==> src/rtl/tvgs_pkg.sv <==
// ----------------------------------------------------------------------------
// tvgs_pkg
// Shared types and codes for the timed valve group scheduler.
// ----------------------------------------------------------------------------
package tvgs_pkg;

   localparam int MaskW = 64;
   localparam int TimeW = 32;
   localparam int LocW  = 8;

   localparam logic KIND_CMD  = 1'b0;
   localparam logic KIND_TICK = 1'b1;

   typedef enum logic [1:0] {
      PH_IDLE     = 2'd0,
      PH_REQ_RUN  = 2'd1,
      PH_RUNNING  = 2'd2,
      PH_REQ_STOP = 2'd3
   } phase_type;

   typedef enum logic [1:0] {
      EV_NONE   = 2'd0,
      EV_START  = 2'd1,
      EV_FINISH = 2'd2
   } event_type;

   typedef enum logic [3:0] {
      ST_IDLE,
      ST_CMD_RD,
      ST_CMD_EX,
      ST_CMD_NEW,
      ST_TICK_RD,
      ST_TICK_EX,
      ST_SCAN_RD,
      ST_SCAN_EX,
      ST_STOP_OUT,
      ST_FINAL_OUT
   } state_type;

   // classified item as it sits in the queue
   typedef struct packed {
      logic             kind;
      logic [LocW-1:0]  location;
      phase_type        phase;
      logic [TimeW-1:0] now;
      logic [TimeW-1:0] stop;
      logic [MaskW-1:0] valves;
   } item_type;

endpackage

==> src/rtl/timed_valve_group_scheduler.sv <==
// ----------------------------------------------------------------------------
// timed_valve_group_scheduler
// Table of timed valve groups: commands load entries, ticks walk them.
// ----------------------------------------------------------------------------
// Command: checks each entry in turn, loads a free one if none matched, then
// gives the result. Tick: walks all entries, with an overlap scan for each
// stopping entry; output stalls hold it. The entry table has a single read
// port; one item in work at a time, a two-deep queue takes the next items.
// Reset clears entry live bits, port state and control; no clearing pass.
module timed_valve_group_scheduler import tvgs_pkg::*; #(
   parameter int ENTRIES = 16
) (
   input  logic             clock,
   input  logic             reset,
   input  logic             req_valid,
   output logic             req_ready,
   input  logic             req_kind,
   input  logic [LocW-1:0]  req_location,
   input  logic [TimeW-1:0] req_duration,
   input  logic [MaskW-1:0] req_valves,
   input  logic [TimeW-1:0] req_now,
   output logic             rsp_valid,
   input  logic             rsp_ready,
   output logic [1:0]       rsp_event_res,
   output logic [LocW-1:0]  rsp_event_location,
   output logic [TimeW-1:0] rsp_elapsed,
   output logic [MaskW-1:0] rsp_port_state,
   output logic             rsp_pump_on,
   output logic             rsp_last
);

   logic     q_valid, q_ready;
   item_type q_item;

   tvgs_front u_front (
      .clock        (clock),
      .reset        (reset),
      .req_valid    (req_valid),
      .req_ready    (req_ready),
      .req_kind     (req_kind),
      .req_location (req_location),
      .req_duration (req_duration),
      .req_valves   (req_valves),
      .req_now      (req_now),
      .q_valid      (q_valid),
      .q_ready      (q_ready),
      .q_item       (q_item)
   );

   tvgs_back #(.ENTRIES(ENTRIES)) u_back (
      .clock              (clock),
      .reset              (reset),
      .q_valid            (q_valid),
      .q_ready            (q_ready),
      .q_item             (q_item),
      .rsp_valid          (rsp_valid),
      .rsp_ready          (rsp_ready),
      .rsp_event_res      (rsp_event_res),
      .rsp_event_location (rsp_event_location),
      .rsp_elapsed        (rsp_elapsed),
      .rsp_port_state     (rsp_port_state),
      .rsp_pump_on        (rsp_pump_on),
      .rsp_last           (rsp_last)
   );

endmodule

==> src/rtl/tvgs_front.sv <==
// ----------------------------------------------------------------------------
// tvgs_front
// Accepts items, works out the requested phase and stop time, and queues
// them for the back end in a two-deep queue.
// ----------------------------------------------------------------------------
module tvgs_front import tvgs_pkg::*; (
   input  logic             clock,
   input  logic             reset,
   input  logic             req_valid,
   output logic             req_ready,
   input  logic             req_kind,
   input  logic [LocW-1:0]  req_location,
   input  logic [TimeW-1:0] req_duration,
   input  logic [MaskW-1:0] req_valves,
   input  logic [TimeW-1:0] req_now,
   output logic             q_valid,
   input  logic             q_ready,
   output item_type         q_item
);

   item_type   slot_ff [2];
   logic       wr_ptr_ff, wr_ptr_in;
   logic       rd_ptr_ff, rd_ptr_in;
   logic [1:0] count_ff, count_in;
   item_type   new_item;
   logic       push, pop;

   always_comb begin
      new_item.kind     = req_kind;
      new_item.location = req_location;
      new_item.phase    = (req_duration != '0) ? PH_REQ_RUN : PH_REQ_STOP;
      new_item.now      = req_now;
      new_item.stop     = req_now + req_duration;
      new_item.valves   = req_valves;
   end

   assign req_ready = (count_ff != 2'd2);
   assign push      = req_valid && req_ready;
   assign q_valid   = (count_ff != 2'd0);
   assign pop       = q_valid && q_ready;
   assign q_item    = slot_ff[rd_ptr_ff];

   always_comb begin
      wr_ptr_in = push ? ~wr_ptr_ff : wr_ptr_ff;
      rd_ptr_in = pop ? ~rd_ptr_ff : rd_ptr_ff;
      count_in  = count_ff + {1'b0, push} - {1'b0, pop};
   end

   always_ff @(posedge clock) begin
      if (reset) begin
         wr_ptr_ff <= 1'b0;
         rd_ptr_ff <= 1'b0;
         count_ff  <= 2'd0;
      end else begin
         wr_ptr_ff <= wr_ptr_in;
         rd_ptr_ff <= rd_ptr_in;
         count_ff  <= count_in;
      end
   end

   always_ff @(posedge clock) begin
      if (push) begin
         slot_ff[wr_ptr_ff] <= new_item;
      end
   end

endmodule

==> src/rtl/tvgs_back.sv <==
// ----------------------------------------------------------------------------
// tvgs_back
// Carries out queued items against the entry table, one entry per step,
// and drives results through an output register.
// ----------------------------------------------------------------------------
module tvgs_back import tvgs_pkg::*; #(
   parameter int ENTRIES = 16
) (
   input  logic             clock,
   input  logic             reset,
   input  logic             q_valid,
   output logic             q_ready,
   input  item_type         q_item,
   output logic             rsp_valid,
   input  logic             rsp_ready,
   output logic [1:0]       rsp_event_res,
   output logic [LocW-1:0]  rsp_event_location,
   output logic [TimeW-1:0] rsp_elapsed,
   output logic [MaskW-1:0] rsp_port_state,
   output logic             rsp_pump_on,
   output logic             rsp_last
);

   localparam int IW = (ENTRIES > 1) ? $clog2(ENTRIES) : 1;
   localparam logic [IW-1:0] LastIdx = IW'(ENTRIES - 1);

   // entry table
   logic [LocW-1:0]  loc_mem   [ENTRIES];
   logic [1:0]       phase_mem [ENTRIES];
   logic [TimeW-1:0] start_mem [ENTRIES];
   logic [TimeW-1:0] stop_mem  [ENTRIES];
   logic [MaskW-1:0] mask_mem  [ENTRIES];

   logic [LocW-1:0]  rd_loc_ff;
   logic [1:0]       rd_phase_ff;
   logic [TimeW-1:0] rd_start_ff;
   logic [TimeW-1:0] rd_stop_ff;
   logic [MaskW-1:0] rd_mask_ff;

   logic [ENTRIES-1:0] live_ff, live_in;

   state_type        state_ff, state_in;
   item_type         item_ff, item_in;
   logic [IW-1:0]    idx_ff, idx_in;
   logic [IW-1:0]    scan_ff, scan_in;
   logic             found_ff, found_in;
   logic [MaskW-1:0] ports_on_ff, ports_on_in;
   logic [MaskW-1:0] ports_ff, ports_in;
   logic [MaskW-1:0] shared_ff, shared_in;
   logic [MaskW-1:0] own_mask_ff, own_mask_in;
   logic [TimeW-1:0] own_start_ff, own_start_in;
   logic [LocW-1:0]  own_loc_ff, own_loc_in;

   logic             out_valid_ff, out_valid_in;
   logic [1:0]       out_ev_ff, out_ev_in;
   logic [LocW-1:0]  out_loc_ff, out_loc_in;
   logic [TimeW-1:0] out_el_ff, out_el_in;
   logic [MaskW-1:0] out_ports_ff, out_ports_in;
   logic             out_last_ff, out_last_in;

   logic             load_we, phase_we;
   logic [IW-1:0]    wr_addr;
   logic [1:0]       phase_wd;
   logic [IW-1:0]    rd_addr;
   logic             have_free;
   logic [IW-1:0]    free_idx;
   logic             out_free;
   logic [MaskW-1:0] stop_ports;

   always_comb begin
      have_free = 1'b0;
      free_idx  = '0;
      for (int i = ENTRIES - 1; i >= 0; i--) begin
         if (!live_ff[i]) begin
            have_free = 1'b1;
            free_idx  = IW'(i);
         end
      end
   end

   assign out_free   = !out_valid_ff || rsp_ready;
   assign rd_addr    = (state_ff == ST_SCAN_RD || state_ff == ST_SCAN_EX) ? scan_ff : idx_ff;
   assign stop_ports = ports_ff & ~(own_mask_ff & ~shared_ff);
   assign q_ready    = (state_ff == ST_IDLE);

   always_comb begin
      state_in     = state_ff;
      item_in      = item_ff;
      idx_in       = idx_ff;
      scan_in      = scan_ff;
      found_in     = found_ff;
      ports_on_in  = ports_on_ff;
      ports_in     = ports_ff;
      shared_in    = shared_ff;
      own_mask_in  = own_mask_ff;
      own_start_in = own_start_ff;
      own_loc_in   = own_loc_ff;
      live_in      = live_ff;
      out_valid_in = out_valid_ff && !rsp_ready;
      out_ev_in    = out_ev_ff;
      out_loc_in   = out_loc_ff;
      out_el_in    = out_el_ff;
      out_ports_in = out_ports_ff;
      out_last_in  = out_last_ff;
      load_we      = 1'b0;
      phase_we     = 1'b0;
      wr_addr      = idx_ff;
      phase_wd     = item_ff.phase;

      unique case (state_ff)
         ST_IDLE: begin
            if (q_valid) begin
               item_in  = q_item;
               idx_in   = '0;
               found_in = 1'b0;
               ports_in = ports_on_ff;
               state_in = (q_item.kind == KIND_TICK) ? ST_TICK_RD : ST_CMD_RD;
            end
         end
         ST_CMD_RD: state_in = ST_CMD_EX;
         ST_CMD_EX: begin
            if (live_ff[idx_ff] && rd_loc_ff == item_ff.location) begin
               load_we  = 1'b1;
               found_in = 1'b1;
            end
            if (idx_ff == LastIdx) begin
               state_in = ST_CMD_NEW;
            end else begin
               idx_in   = idx_ff + 1'b1;
               state_in = ST_CMD_RD;
            end
         end
         ST_CMD_NEW: begin
            if (!found_ff && item_ff.location != '0 && have_free) begin
               load_we           = 1'b1;
               wr_addr           = free_idx;
               live_in[free_idx] = 1'b1;
            end
            state_in = ST_FINAL_OUT;
         end
         ST_TICK_RD: state_in = ST_TICK_EX;
         ST_TICK_EX: begin
            if (live_ff[idx_ff] && rd_phase_ff == PH_REQ_STOP) begin
               own_mask_in  = rd_mask_ff;
               own_start_in = rd_start_ff;
               own_loc_in   = rd_loc_ff;
               shared_in    = '0;
               scan_in      = '0;
               state_in     = ST_SCAN_RD;
            end else if (live_ff[idx_ff] && rd_phase_ff == PH_REQ_RUN) begin
               if (out_free) begin
                  phase_we     = 1'b1;
                  phase_wd     = PH_RUNNING;
                  ports_in     = ports_ff | rd_mask_ff;
                  out_valid_in = 1'b1;
                  out_ev_in    = EV_START;
                  out_loc_in   = rd_loc_ff;
                  out_el_in    = '0;
                  out_ports_in = ports_ff | rd_mask_ff;
                  out_last_in  = 1'b0;
                  idx_in       = idx_ff + 1'b1;
                  state_in     = (idx_ff == LastIdx) ? ST_FINAL_OUT : ST_TICK_RD;
               end
            end else begin
               if (live_ff[idx_ff] && rd_phase_ff == PH_RUNNING) begin
                  ports_in = ports_ff | rd_mask_ff;
                  if (item_ff.now >= rd_stop_ff) begin
                     phase_we = 1'b1;
                     phase_wd = PH_REQ_STOP;
                  end
               end
               idx_in   = idx_ff + 1'b1;
               state_in = (idx_ff == LastIdx) ? ST_FINAL_OUT : ST_TICK_RD;
            end
         end
         ST_SCAN_RD: state_in = ST_SCAN_EX;
         ST_SCAN_EX: begin
            if (scan_ff != idx_ff && live_ff[scan_ff]) begin
               shared_in = shared_ff | rd_mask_ff;
            end
            if (scan_ff == LastIdx) begin
               state_in = ST_STOP_OUT;
            end else begin
               scan_in  = scan_ff + 1'b1;
               state_in = ST_SCAN_RD;
            end
         end
         ST_STOP_OUT: begin
            if (out_free) begin
               ports_in        = stop_ports;
               live_in[idx_ff] = 1'b0;
               phase_we        = 1'b1;
               phase_wd        = PH_IDLE;
               out_valid_in    = 1'b1;
               out_ev_in       = EV_FINISH;
               out_loc_in      = own_loc_ff;
               out_el_in       = item_ff.now - own_start_ff;
               out_ports_in    = stop_ports;
               out_last_in     = 1'b0;
               idx_in          = idx_ff + 1'b1;
               state_in        = (idx_ff == LastIdx) ? ST_FINAL_OUT : ST_TICK_RD;
            end
         end
         ST_FINAL_OUT: begin
            if (out_free) begin
               ports_on_in  = ports_ff;
               out_valid_in = 1'b1;
               out_ev_in    = EV_NONE;
               out_loc_in   = '0;
               out_el_in    = '0;
               out_ports_in = ports_ff;
               out_last_in  = 1'b1;
               state_in     = ST_IDLE;
            end
         end
         default: state_in = ST_IDLE;
      endcase
   end

   always_ff @(posedge clock) begin
      if (reset) begin
         state_ff     <= ST_IDLE;
         live_ff      <= '0;
         ports_on_ff  <= '0;
         out_valid_ff <= 1'b0;
      end else begin
         state_ff     <= state_in;
         live_ff      <= live_in;
         ports_on_ff  <= ports_on_in;
         out_valid_ff <= out_valid_in;
      end
   end

   always_ff @(posedge clock) begin
      item_ff      <= item_in;
      idx_ff       <= idx_in;
      scan_ff      <= scan_in;
      found_ff     <= found_in;
      ports_ff     <= ports_in;
      shared_ff    <= shared_in;
      own_mask_ff  <= own_mask_in;
      own_start_ff <= own_start_in;
      own_loc_ff   <= own_loc_in;
      out_ev_ff    <= out_ev_in;
      out_loc_ff   <= out_loc_in;
      out_el_ff    <= out_el_in;
      out_ports_ff <= out_ports_in;
      out_last_ff  <= out_last_in;
   end

   // entry memories: one write port, one registered read port
   always_ff @(posedge clock) begin
      if (load_we) begin
         loc_mem[wr_addr]   <= item_ff.location;
         start_mem[wr_addr] <= item_ff.now;
         stop_mem[wr_addr]  <= item_ff.stop;
         mask_mem[wr_addr]  <= item_ff.valves;
      end
      if (load_we || phase_we) begin
         phase_mem[wr_addr] <= phase_wd;
      end
      rd_loc_ff   <= loc_mem[rd_addr];
      rd_phase_ff <= phase_mem[rd_addr];
      rd_start_ff <= start_mem[rd_addr];
      rd_stop_ff  <= stop_mem[rd_addr];
      rd_mask_ff  <= mask_mem[rd_addr];
   end

   assign rsp_valid          = out_valid_ff;
   assign rsp_event_res      = out_ev_ff;
   assign rsp_event_location = out_loc_ff;
   assign rsp_elapsed        = out_el_ff;
   assign rsp_port_state     = out_ports_ff;
   assign rsp_pump_on        = (out_ports_ff != '0);
   assign rsp_last           = out_last_ff;

   a_last_no_event: assert property (@(posedge clock) disable iff (reset)
      out_valid_ff && out_last_ff |-> out_ev_ff == EV_NONE)
      else $error("final result carries an event");

   a_none_clean: assert property (@(posedge clock) disable iff (reset)
      out_valid_ff && out_ev_ff == EV_NONE |-> out_loc_ff == '0 && out_el_ff == '0)
      else $error("empty event with location or elapsed set");

   a_pop_idle: assert property (@(posedge clock) disable iff (reset)
      q_valid && q_ready |=> state_ff != ST_IDLE)
      else $error("item taken but back end stayed idle");

   a_event_loc: assert property (@(posedge clock) disable iff (reset)
      out_valid_ff && out_ev_ff != EV_NONE |-> out_loc_ff != '0)
      else $error("event for location zero");

endmodule
==> config.mk <==
export PLATFORM = sky130hd
export DESIGN_NAME = timed_valve_group_scheduler
export DESIGN_NICKNAME = d
export VERILOG_FILES = /design/src/rtl/tvgs_pkg.sv /design/src/rtl/timed_valve_group_scheduler.sv /design/src/rtl/tvgs_front.sv /design/src/rtl/tvgs_back.sv
export SDC_FILE = /design/constraint.sdc
export NUM_CORES = 2
export LEC_CHECK = 0
export BUFFER_PORTS_ARGS = -buffer_cell sky130_fd_sc_hd__buf_4
export CAP_MARGIN = 20
export CELL_PAD_IN_SITES_DETAIL_PLACEMENT = 0
export CELL_PAD_IN_SITES_GLOBAL_PLACEMENT = 1
export CORE_ASPECT_RATIO = 0.6
export CORE_MARGIN = 2
export CORE_UTILIZATION = 52
export DETAILED_ROUTE_END_ITERATION = 16
export GPL_ROUTABILITY_DRIVEN = 0
export HOLD_SLACK_MARGIN = 0.15
export PLACE_DENSITY = 0.88
export SLEW_MARGIN = 40
export SYNTH_ARGS = -nofsm -noshare
export SYNTH_HDL_FRONTEND = slang
export SYNTH_SLANG_ARGS = --single-unit
==> constraint.sdc <==
create_clock -name clock -period 17.7 [get_ports clock]
set_clock_uncertainty 0.05 [all_clocks]
set_input_delay 3.54 -clock clock [delete_from_list [all_inputs] [get_ports clock]]
set_output_delay 3.54 -clock clock [all_outputs]
set_load 0.02 [all_outputs]
==> reports/qor.yml <==
outcome:
  run_status: "finished, final reports clean"
clock_network:
  htreeDepth: 5
  clockRootBuffer: "sky130_fd_sc_hd__clkbuf_16"
  cts_hold_buf: 0
  cts_buffer_depth: 4
  post_cts_resized: 0
  clk-insertion-delay-late_ns: 0.87
  cts_tree: "built"
  clk_pin_slew_worst_paths_ns: 0.06
  numClockSinks: 3197
  post_cts.repair.setup_buffers: 0
  cts_made_buffers: 294
routing:
  postRouteWirelength_mm: 340
  postRouteAntennaNets: 0
  detail_route.iter0.violations: 11197
  num_vias: 80582
  detail_route.drc_violations: 0
  avgRoutedWirePerCell_um: 26.1
  drt-pass1-iter-count: 12
  via_per_inst: 6.18
critical_path:
  critical_path.reg2reg.startpoint: "u_back.item_ff[137]"
  arrival_ns: 2.85
  timing.reg2reg.setup_slack_ns: 11.80
  cp_data_required_time_ns: 14.11
  cp_max_fo: 2
  r2r_end: "u_back.mask_mem[7][44]"
  worst_setup_path_startpoint: "u_back.rsp_port_state[6]"
  rr_worst_depth: 10
  setup.worst_path.class: "reg -> out"
  critPathCaptureType: "primary output"
  sort_of_element_at_the_start_of_the_critical_path: "flip-flop"
  timing.critical_path.to: "rsp_pump_on"
timing:
  grt_setup_unrepaired: "false"
  transition_time_at_the_pin_with_the_least_slew_margin_ns: 0.962
  setup_viol: 0
  timing_max_transition_violations_final: 0
  layout_setup_ws_ns: 11.26
  totalNegativeSetupSlack_ns: 0
  post-route-min-period_ns: 6.44
  max_clock_freq_mhz: 155
  finalHoldViolCount: 0
  timing.slew.headroom: 0.359
  layout_worst_path_cycle_share: 0.364
synth:
  synth-edff-count: 2969
  synth_nets: 9661
  synth.cell_area_mm2: 0.126
  postSynthAreaPerCell_um2: 13.4
  post-synth-top-area-fraction: 0.707
  yosys.cell_types.count: 77
  post_synth_inst_count: 9417
  synth_top_cell_by_area: "sky130_fd_sc_hd__edfxtp_1"
  postSynth.topFlopCell: "sky130_fd_sc_hd__edfxtp_1"
  yosys_synthesis_warning_count: 0
  share_of_the_yosys_chip_area_belonging_to_registers: 0.744
  async_reset_ff_frac: 0
  synth_seq_cells: 3197
  synth_area_leaders: "sky130_fd_sc_hd__edfxtp_1, sky130_fd_sc_hd__nand2_1, sky130_fd_sc_hd__dfxtp_1, sky130_fd_sc_hd__and3_1, sky130_fd_sc_hd__a311oi_1"
hold_path:
  worstHoldPathType: "reg -> reg"
  worstHoldStart: "u_back.rd_start_ff[28]"
placed_design:
  port-buffer-count: 250
  dpl.hpwl_mm: 187
  place_worst_setup_slack_ns: 11.11
power_and_ir_drop:
  worst_ir_drop_vdd_mv: 0.153
  power.total_w: 0.0235
  clock_power_share: 0.273
  net_switching_w: 0.00822
  comb_pwr_share: 0.276
  leakagePower_nw: 49.0
  flop_pwr_share: 0.451
  internal-power_w: 0.0153
  total_power_divided_by_cell_area_mw_per_mm2: 166
  p_sw_frac: 0.350
final_layout:
  final_nets: 9798
  final_layout_size_suffix_gt1_frac: 0.110
  utilization: 0.590
  area.growth.synth_to_final_pct: 12.5
global_route:
  vias_in_the_first_global_route: 76736
  track_usage: 0.270
  maximum_number_of_pins_on_one_net_before_global_route_repair: 198
  gr-total-overflow: 0
  grt_pass1_wl_mm: 496
  number_of_antenna_violations_at_the_first_check_in_global_routing: 25
die:
  coreArea_mm2: 0.240
  design.die.area_mm2: 0.246
  effective_utilization_at_floorplan: 0.525
  die_h_um: 385
  die_w_um: 640
  std_cell_rows: 139
  num_io_pins: 251
job:
  cap_violations: 0
==> layer usage <==
layer  wire (um)  track usage  vias to the layer above
li1            -            -                    35125
met2      146000        0.392                     4938
met3       44700       0.0708                      607
met5         141            0                        -
met4        8760       0.0747                       20
met1      140000        0.402                    39892
==> how the worst min path moves through the flow <==
stage	to	slack (ns)	cells past startpoint
after floorplan	u_back.own_start_ff[0]	0.34	0
after global placement	u_back.own_start_ff[28]	0.34	0
after detailed placement	u_back.own_start_ff[15]	0.34	0
after CTS	u_back.own_start_ff[19]	0.35	0
after global routing	u_back.own_start_ff[10]	0.35	0
final	u_back.own_start_ff[28]	0.35	0
==> final cells by class <==
type                            instances  area [um2]
Sequential cell                      3197       93700
Timing Repair Buffer                  420        3960
Clock inverter                        122        1360
Fill cell                           17678       98400
Antenna cell                            4        10.0
Inverter                              100         377
Tap cell                             3243        4060
Multi-Input combinational cell       5541       30000
Clock buffer                          405        8290
==> flip-flops by register name, indices dropped and copies added (netlist names), 16 cells and up, named ones only <==
name / count
u_back.ports_ff: 64
u_back.own_mask_ff: 64
u_back.loc_mem: 128
u_back.rd_start_ff: 32
u_back.mask_mem: 1024
u_back.shared_ff: 64
u_back.own_start_ff: 32
u_back.phase_mem: 32
u_back.rd_mask_ff: 64
u_back.rsp_port_state: 64
u_back.start_mem: 512
u_back.rsp_elapsed: 32
u_back.item_ff: 137
u_back.ports_on_ff: 64
u_back.rd_stop_ff: 32
u_back.live_ff: 16
u_back.stop_mem: 512
u_front.slot_ff: 276
==> cell usage in the layout (no fill, tap or decap), types with 215 or more instances in the layout <==
master	instances
sky130_fd_sc_hd__nand2_1	2559
sky130_fd_sc_hd__nor2_1	215
sky130_fd_sc_hd__a21oi_1	407
sky130_fd_sc_hd__nand3_1	298
sky130_fd_sc_hd__buf_4	323
sky130_fd_sc_hd__edfxtp_1	2969
sky130_fd_sc_hd__a311oi_1	276
sky130_fd_sc_hd__dfxtp_1	227
sky130_fd_sc_hd__clkbuf_16	305
sky130_fd_sc_hd__and3_1	424
sky130_fd_sc_hd__a31oi_1	290
==> cells by family (layout without fill, tap and decap cells) <==
| family | after synthesis | in the layout | share of synthesized area |
|---|---|---|---|
| compound gates | 1483 | 1483 | 0.0785 |
| buf+inv | 679 | 1047 | 0.0217 |
| mux | 155 | 155 | 0.0147 |
| fa+ha+maj | 103 | 103 | 0.0103 |
| xor+xnor | 56 | 56 | 0.00389 |
| simple gates | 3744 | 3744 | 0.127 |
| flops | 3197 | 3197 | 0.744 |
| other cells | 0 | 4 | 0 |
==> power groups by stage <==
stage | Sequential, W | Combinational, W | Clock (W)
after floorplan | 0.0105 | 0.00401 | 0
after global placement | 0.0107 | 0.00593 | 0
after detailed placement | 0.0107 | 0.00622 | 0
after CTS | 0.0106 | 0.00627 | 0.00648
after global routing | 0.0107 | 0.00698 | 0.00677
final | 0.0106 | 0.00649 | 0.00643
==> critical path, cell delays in order (launching register included) <==
cell	delay, ns
sky130_fd_sc_hd__edfxtp_1	0.41
sky130_fd_sc_hd__nor4_1	0.62
sky130_fd_sc_hd__nand4_1	0.24
sky130_fd_sc_hd__or4_1	0.57
sky130_fd_sc_hd__buf_4	0.17
==> cells in the mapped netlist, drive strengths merged, types with 42 or more instances <==
| library cell | n |
|---|---|
| edfxtp | 2969 |
| nand2 | 2562 |
| and3 | 425 |
| a21oi | 422 |
| clkbuf | 409 |
| nand3 | 300 |
| a31oi | 290 |
| a311oi | 276 |
| nor2 | 238 |
| dfxtp | 228 |
| buf | 170 |
| a211oi | 165 |
| mux2 | 138 |
| o21ai | 116 |
| ha | 101 |
| inv | 99 |
| nor2b | 77 |
| a22oi | 70 |
| a21o | 42 |
==> through the flow <==
stage / instances / hold WS (ns) / instance area (um2)
2_1_floorplan: 9417 / 0.336 / 126000
3_3_place_gp: 12469 / 0.339 / 131000
3_5_place_dp: 12491 / 0.339 / 132000
4_1_cts: 13018 / 0.354 / 141000
5_1_grt: 13031 / 0.352 / 142000
6_report: 13032 / 0.354 / 142000
(Power assumes the default switching activity.)
